--- config.mk ---
export PLATFORM = sky130hd
export DESIGN_NAME = hci_uart_packet_deframer
export DESIGN_NICKNAME = d
export VERILOG_FILES = /design/src/hdl/hcidf_pkg.sv /design/src/hdl/hcidf_parser.sv /design/src/hdl/hci_uart_packet_deframer.sv
export SDC_FILE = /design/constraint.sdc
export NUM_CORES = 1
export LEC_CHECK = 0
export ABC_AREA = 1
export BUFFER_PORTS_ARGS = -buffer_cell sky130_fd_sc_hd__buf_2
export CORE_ASPECT_RATIO = 1.2
export CORE_MARGIN = 10
export CORE_UTILIZATION = 57
export CTS_BUF_LIST = sky130_fd_sc_hd__clkbuf_4 sky130_fd_sc_hd__clkbuf_8
export CTS_CLUSTER_DIAMETER = 50
export DETAILED_ROUTE_END_ITERATION = 8
export PLACE_DENSITY = 0.91
export SETUP_SLACK_MARGIN = 0.4
export SYNTH_ARGS = -nofsm -noshare
export SYNTH_HDL_FRONTEND = slang
export SYNTH_SLANG_ARGS = --single-unit
--- constraint.sdc ---
create_clock -name clk_i -period 2.8 [get_ports clk_i]
set_input_delay 0.56 -clock clk_i [delete_from_list [all_inputs] [get_ports clk_i]]
set_output_delay 0.56 -clock clk_i [all_outputs]
set_load 0.02 [all_outputs]
--- src/hdl/hcidf_pkg.sv ---
// Package with the shared types and constants of the HCI UART packet deframer.
package hcidf_pkg;

  localparam int unsigned ByteW  = 8;
  localparam int unsigned CountW = 16;
  localparam int unsigned AddrW  = 3;
  localparam int unsigned DataW  = 32;

  localparam logic [ByteW-1:0]  IndEvent       = 8'h04;
  localparam logic [ByteW-1:0]  IndAcl         = 8'h02;
  localparam logic [CountW-1:0] AclLimitReset  = 16'd1020;
  localparam logic              RegIdxAclLimit = 1'b0;

  localparam logic KindEvent = 1'b0;
  localparam logic KindAcl   = 1'b1;

  typedef enum logic [2:0] {
    PhIdle,
    PhEvCode,
    PhEvLen,
    PhEvParam,
    PhAclHandle,
    PhAclLen,
    PhAclData
  } rx_phase_e;

  typedef struct packed {
    logic              valid;
    logic [ByteW-1:0]  data;
    logic              kind;
    logic [CountW-1:0] index;
    logic              eop;
    logic              aborted;
  } hcidf_result_t;

endpackage

--- src/hdl/hcidf_parser.sv ---
// Packet phase tracker that turns one byte into at most one tagged packet byte.
module hcidf_parser (
  input  logic                          clk_i,
  input  logic                          rst_ni,
  input  logic                          step_i,
  input  logic [hcidf_pkg::ByteW-1:0]   byte_i,
  input  logic [hcidf_pkg::CountW-1:0]  limit_i,
  output hcidf_pkg::hcidf_result_t      result_o
);
  import hcidf_pkg::*;

  rx_phase_e         phase_q, phase_d;
  logic [CountW-1:0] count_q, count_d;
  logic [CountW-1:0] remain_q, remain_d;
  logic [ByteW-1:0]  len_low_q, len_low_d;
  logic              high_next_q, high_next_d;

  logic [CountW-1:0] remain_dec;
  logic [CountW-1:0] acl_len;
  hcidf_result_t     res;

  assign remain_dec = remain_q - CountW'(1);
  assign acl_len    = {byte_i, len_low_q};

  always_comb begin
    phase_d     = phase_q;
    count_d     = count_q;
    remain_d    = remain_q;
    len_low_d   = len_low_q;
    high_next_d = high_next_q;
    res.valid   = 1'b0;
    res.data    = byte_i;
    res.kind    = KindEvent;
    res.index   = count_q;
    res.eop     = 1'b0;
    res.aborted = 1'b0;
    unique case (phase_q)
      PhIdle: begin
        if (byte_i == IndEvent) begin
          count_d = '0;
          phase_d = PhEvCode;
        end else if (byte_i == IndAcl) begin
          count_d     = '0;
          high_next_d = 1'b0;
          phase_d     = PhAclHandle;
        end
      end
      PhEvCode: begin
        res.valid = 1'b1;
        phase_d   = PhEvLen;
      end
      PhEvLen: begin
        res.valid = 1'b1;
        if (byte_i != '0) begin
          remain_d = CountW'(byte_i);
          phase_d  = PhEvParam;
        end else begin
          res.eop = 1'b1;
          phase_d = PhIdle;
        end
      end
      PhEvParam: begin
        res.valid = 1'b1;
        remain_d  = remain_dec;
        if (remain_dec == '0) begin
          res.eop = 1'b1;
          phase_d = PhIdle;
        end
      end
      PhAclHandle: begin
        res.valid = 1'b1;
        res.kind  = KindAcl;
        if (count_q != '0) begin
          phase_d = PhAclLen;
        end
      end
      PhAclLen: begin
        res.valid = 1'b1;
        res.kind  = KindAcl;
        if (!high_next_q) begin
          len_low_d   = byte_i;
          high_next_d = 1'b1;
        end else begin
          high_next_d = 1'b0;
          if (acl_len > limit_i) begin
            res.aborted = 1'b1;
            phase_d     = PhIdle;
          end else if (acl_len != '0) begin
            remain_d = acl_len;
            phase_d  = PhAclData;
          end else begin
            res.eop = 1'b1;
            phase_d = PhIdle;
          end
        end
      end
      PhAclData: begin
        res.valid = 1'b1;
        res.kind  = KindAcl;
        remain_d  = remain_dec;
        if (remain_dec == '0) begin
          res.eop = 1'b1;
          phase_d = PhIdle;
        end
      end
      default: begin
        phase_d = PhIdle;
      end
    endcase
    if (res.valid) begin
      count_d = res.aborted ? '0 : count_q + CountW'(1);
    end
  end

  assign result_o = '{
    valid:   res.valid & step_i,
    data:    res.data,
    kind:    res.kind,
    index:   res.index,
    eop:     res.eop,
    aborted: res.aborted
  };

  always_ff @(posedge clk_i or negedge rst_ni) begin
    if (!rst_ni) begin
      phase_q     <= PhIdle;
      count_q     <= '0;
      remain_q    <= '0;
      len_low_q   <= '0;
      high_next_q <= 1'b0;
    end else if (step_i) begin
      phase_q     <= phase_d;
      count_q     <= count_d;
      remain_q    <= remain_d;
      len_low_q   <= len_low_d;
      high_next_q <= high_next_d;
    end
  end

`ifndef NO_ASSERTIONS
  a_abort_to_idle: assert property (@(posedge clk_i) disable iff (!rst_ni)
    result_o.valid && result_o.aborted |=> phase_q == PhIdle)
    else $error("aborted packet did not return to idle");
  a_eop_to_idle: assert property (@(posedge clk_i) disable iff (!rst_ni)
    result_o.valid && result_o.eop |=> phase_q == PhIdle)
    else $error("completed packet did not return to idle");
  a_idle_silent: assert property (@(posedge clk_i) disable iff (!rst_ni)
    phase_q == PhIdle |-> !result_o.valid)
    else $error("result produced while idle");
`endif

endmodule

--- src/hdl/hci_uart_packet_deframer.sv ---
// Top level of the HCI UART H4 receive deframer with its APB register and pipeline stages.
//
// Channel   Direction  Handshake                Payload
// rx        in         in_valid_i / in_ready_o  rx_byte_i
// packet    out        out_valid_o / out_ready_i packet_byte_o, packet_kind_o, byte_index_o,
//                                               end_of_packet_o, packet_aborted_o
// cfg       in         psel/penable/pwrite      paddr, pwdata, prdata (pready always high)
//
// One byte is accepted every cycle while the output is not stalled; each result is registered.
// The input register feeds the phase tracker, whose combinational logic loads the result register.
// A stalled output holds the result register and the input register, then the input stalls.
// Bytes that produce no result retire without touching the output.
// Reset returns to the idle phase and sets the ACL length limit to 1020.
module hci_uart_packet_deframer (
  input  logic                          clk_i,
  input  logic                          rst_ni,
  input  logic                          in_valid_i,
  output logic                          in_ready_o,
  input  logic [hcidf_pkg::ByteW-1:0]   rx_byte_i,
  output logic                          out_valid_o,
  input  logic                          out_ready_i,
  output logic [hcidf_pkg::ByteW-1:0]   packet_byte_o,
  output logic                          packet_kind_o,
  output logic [hcidf_pkg::CountW-1:0]  byte_index_o,
  output logic                          end_of_packet_o,
  output logic                          packet_aborted_o,
  input  logic                          psel,
  input  logic                          penable,
  input  logic                          pwrite,
  input  logic [hcidf_pkg::AddrW-1:0]   paddr,
  input  logic [hcidf_pkg::DataW-1:0]   pwdata,
  output logic [hcidf_pkg::DataW-1:0]   prdata,
  output logic                          pready
);
  import hcidf_pkg::*;

  logic [CountW-1:0] limit_q;
  logic              in_valid_q;
  logic [ByteW-1:0]  in_byte_q;
  logic              advance;
  hcidf_result_t     result;
  hcidf_result_t     out_q;
  logic              reg_sel;

  assign pready  = 1'b1;
  assign reg_sel = (paddr[AddrW-1] == RegIdxAclLimit);
  assign prdata  = reg_sel ? DataW'(limit_q) : '0;

  always_ff @(posedge clk_i or negedge rst_ni) begin
    if (!rst_ni) begin
      limit_q <= AclLimitReset;
    end else if (psel && penable && pwrite && reg_sel) begin
      limit_q <= pwdata[CountW-1:0];
    end
  end

  assign advance    = in_valid_q && (!out_q.valid || out_ready_i);
  assign in_ready_o = !in_valid_q || advance;

  always_ff @(posedge clk_i or negedge rst_ni) begin
    if (!rst_ni) begin
      in_valid_q <= 1'b0;
    end else if (in_valid_i && in_ready_o) begin
      in_valid_q <= 1'b1;
    end else if (advance) begin
      in_valid_q <= 1'b0;
    end
  end

  always_ff @(posedge clk_i) begin
    if (in_valid_i && in_ready_o) begin
      in_byte_q <= rx_byte_i;
    end
  end

  hcidf_parser u_parser (
    .clk_i    (clk_i),
    .rst_ni   (rst_ni),
    .step_i   (advance),
    .byte_i   (in_byte_q),
    .limit_i  (limit_q),
    .result_o (result)
  );

  always_ff @(posedge clk_i or negedge rst_ni) begin
    if (!rst_ni) begin
      out_q <= '0;
    end else if (result.valid) begin
      out_q <= result;
    end else if (out_ready_i) begin
      out_q.valid <= 1'b0;
    end
  end

  assign out_valid_o      = out_q.valid;
  assign packet_byte_o    = out_q.data;
  assign packet_kind_o    = out_q.kind;
  assign byte_index_o     = out_q.index;
  assign end_of_packet_o  = out_q.eop;
  assign packet_aborted_o = out_q.aborted;

`ifndef NO_ASSERTIONS
  a_eop_abort_excl: assert property (@(posedge clk_i) disable iff (!rst_ni)
    out_valid_o |-> !(end_of_packet_o && packet_aborted_o))
    else $error("result marked both complete and aborted");
  a_abort_is_acl: assert property (@(posedge clk_i) disable iff (!rst_ni)
    out_valid_o && packet_aborted_o |-> packet_kind_o == KindAcl)
    else $error("abort on a non-ACL packet");
  a_stall_reason: assert property (@(posedge clk_i) disable iff (!rst_ni)
    !in_ready_o |-> in_valid_q && out_valid_o && !out_ready_i)
    else $error("input stalled without a full pipeline");
`endif

endmodule

==> impl_metrics.yaml <==
global_route:
  grt.total_usage_pct: 19.28
  grt-ovfl-total: 0
  grt_antenna_before_repair: 0
  grt_pass1_vias: 4896
  grt_pass1_wl_um: 22050
  grt_max_degree: 43
yosys:
  synth_area_leaders: "dfrtp_1 37%, nand2_1 14%, nor2_1 5.8%"
  synthFlopType: "dfrtp_1"
  synth_cell_types: 39
  ys.warnings.count: 0
  synth_edf_count: 8
  synthCells: 725
  async_flop_share_pct: 91.75
  synth_top_area_share_pct: 36.67
  syn_avg_cell_area_um2: 7.625
  synth_seq_cells: 97
  ys_seq_area_share_pct: 44.82
  syn_area_um2: 5528
  yosysTopAreaCell: "dfrtp_1"
timing:
  relSlewSlack_pct: 54.13
  finalCriticalPeriod_ps: 2195
  hold_viol_final: 0
  maxSlewViolCount: 0
  skew_ps: 14.15
  fin_setup_tns_ps: 0
  rsz0062_at_grt: "no"
  max_freq_ghz: 0.4556
  setup_viol: 0
  tightest_slew_ps: 686.1
  fin_crit_sh_pct: 78.38
outcome:
  status: "completed"
critical_path:
  r2r-start: "in_byte_q[1]"
  worstPathRequired_ps: 3040
  path_max_fanout: 16
  endpoint_kind: "flop"
  r2r_end: "u_parser.count_q[15]"
  path_common_cell: "nand2_1"
  max_stage_delay_ps: 490
  cp_slowest_cell: "nand3_1"
  worstSetupPathType: "reg2reg"
  worstPathCellList: "inv_1 > nand2_1 > nor3_1 > nand2_1 > nand3_1 > nand3_1 > nand2_1 > o21ai_0"
  startpoint_type: "flop"
  r2r_slack_ps: 610
  critical_path_arrival_ps: 2440
  rr_worst_depth: 8
pwr:
  pwr-share-seq_pct: 37.3
  swShare_pct: 44.10
  combinationalPowerShare_pct: 45.4
  vdd_drop_max_mv: 0.7514
  power_leakage_nw: 3.299
  p_int_mw: 3.177
  power.share.clock_pct: 17.3
  switchingPower_mw: 2.507
  total_power_mw: 5.684
  p_per_area_nw_per_um2: 906.3
final_layout:
  final_nets: 873
  area_delta_synth_final_pct: 13.44
  n_antenna_cell: 0
  fill_cells: 775
  drive_above_1_share_pct: 16.58
route:
  first_iter_violations: 373
  ant_nets: 0
  drc: 0
  drt_first_pass_iters: 5
  viasPerCell: 5.404
  wl_per_cell_um: 14.58
  vias: 5031
  wl_um: 13570
clock_network:
  cts_max_level: 3
  cts_buffers: 9
  ctsLongestPathBuffers: 2
  cts_sinks: 97
  cts.clk_slew.worst_paths_ps: 90
  cts_root_buf: "clkbuf_8"
  insertion_delay_ps: 380
  tritoncts: "done"
die:
  dieArea_um2: 14050
  start_util_pct: 58.09
  core-area_um2: 9515
  num_rows: 39
  die_w_um: 109.9
  die_height_um: 127.9
  io_pins: 112
placement:
  dp_hpwl_um: 9801
  port_buffers: 76
  gp_congestion: 0.9627
hold_path:
  hp-class: "in2async"
flow_run:
  cap_violations: 0
==> how the worst max path moves through the flow <==
stage | start | slack (ps) | depth (start not counted) | end
2_1_floorplan | u_parser.remain_q[0] | 830 | 13 | u_parser.phase_q[0]
3_3_place_gp | limit_q[3] | 560 | 13 | u_parser.count_q[7]
3_5_place_dp | limit_q[3] | 410 | 13 | u_parser.count_q[2]
4_1_cts | limit_q[7] | 490 | 11 | u_parser.count_q[15]
5_1_grt | u_parser.remain_q[0] | 400 | 15 | u_parser.phase_q[2]
6_report | in_byte_q[1] | 610 | 8 | u_parser.count_q[15]
==> cell type report <==
cell class | instances | area [µm²] | share of cell area [%]
Multi-Input combinational cell | 519 | 2585 | 41.22
Sequential cell | 97 | 2477 | 39.51
Timing Repair Buffer | 91 | 511.7 | 8.160
Inverter | 85 | 321.6 | 5.128
Clock buffer | 14 | 186.4 | 2.973
Tap cell | 123 | 153.9 | 2.454
Clock inverter | 2 | 35.03 | 0.5587
==> cells in the final DEF (no fill, tap or decap), types with 2 or more instances in the layout <==
master and n:
nor3_1 8, buf_4 14, nor2_1 84, buf_2 75, inv_1 79, dfstp_2 8
nand4_1 9, xor2_1 10, nor4_1 3, a21oi_1 27, o221ai_1 5, clkbuf_8 13
a22oi_1 2, o21a_1 2, nand3b_1 3, dfrtp_1 81, o22ai_1 8, inv_2 5
o21ai_0 54, conb_1 17, ha_1 19, o211ai_1 2, nand3_1 49, nand2_4 3
nand2_1 200, edfxtp_1 8
==> worst max-delay path: cells and delay by family, from the launching register on <==
family | cells | cell delay, ps
buffers and inverters | 1 | 250
flip-flops | 1 | 420
AND/OR/NAND/NOR | 6 | 1250
AO/OA/AOI/OAI | 1 | 140
==> per-stage QoR <==
| step | instance area [µm²] | setup WS [ps] | util, % | instances | hold slack, ps |
|---|---|---|---|---|---|
| after global routing | 6271 | 402.6 | 65.90 | 931 | 176.5 |
| after global placement | 5968 | 556.2 | 62.72 | 908 | 461.4 |
| final | 6271 | 605.3 | 65.90 | 931 | 148.6 |
| after floorplan | 5584 | 834.0 | - | 740 | 264.4 |
| after CTS | 6192 | 493.0 | 65.08 | 924 | 158.4 |
| after detailed placement | 5968 | 412.4 | 62.72 | 908 | 461.1 |
==> cells in the mapped netlist (2+ instances only) <==
cell type	count
dfrtp_1	81
nand4_1	9
o21a_1	2
xor2_1	11
o211ai_1	2
inv_2	5
ha_1	20
buf_2	3
a22oi_1	2
nand3_1	49
edfxtp_1	8
buf_4	19
o21ai_0	54
inv_1	79
clkbuf_1	16
nor3_1	8
nand3b_1	3
nand2_4	2
o221ai_1	5
dfstp_2	8
a21oi_1	27
nand2_1	201
nor2_1	85
nor4_1	3
o22ai_1	8
conb_1	2
==> kinds of logic after synthesis <==
| group | Yosys count | share of synthesized area (%) |
|---|---|---|
| AO/OA/AOI/OAI | 105 | 10.77 |
| XOR/XNOR | 12 | 1.901 |
| adder cells (fa/ha/maj) | 20 | 4.527 |
| buffers and inverters | 124 | 9.959 |
| flip-flops | 97 | 44.82 |
| other | 2 | 0.1359 |
| AND/OR/NAND/NOR | 365 | 27.89 |
==> power groups by stage <==
| stage | clock network, mW | logic, mW | registers, mW |
|---|---|---|---|
| floorplan | 0 | 1.79 | 2.18 |
| global placement | 0 | 2.39 | 2.12 |
| detailed placement | 0 | 2.49 | 2.13 |
| CTS | 0.996 | 2.52 | 2.11 |
| global route | 1.05 | 2.92 | 2.16 |
| finish | 0.986 | 2.58 | 2.12 |
==> per-layer routing <==
layer  global-route usage (%)  vias to the layer above  wire length, µm  part of all wire [%]
met3                    5.533                       38             1055                   7.8
met1                    21.53                     2350             5229                    39
met4                    8.742                        0              412                   3.0
met5                        0                        -                0                     0
li1                         -                     2448                -                     -
met2                    32.90                      195             6873                    51
==> flip-flops by register name, indices dropped and copies added, names as in the netlist <==
signal and count:
byte_index_o 16, end_of_packet_o 1, in_byte_q 8, in_valid_q 1, limit_q 16, out_valid_o 1, packet_aborted_o 1, packet_byte_o 8
packet_kind_o 1, u_parser.count_q 16, u_parser.high_next_q 1, u_parser.len_low_q 8, u_parser.phase_q 3, u_parser.remain_q 16
==> what timing repair did <==
item,CTS,global route
setup endpoints to repair,2,32
resized for setup,1,6
hold buffers,0,0
cloned,0,0
setup buffers,0,7
No activity file was read; power rests on OpenSTA's default activity.
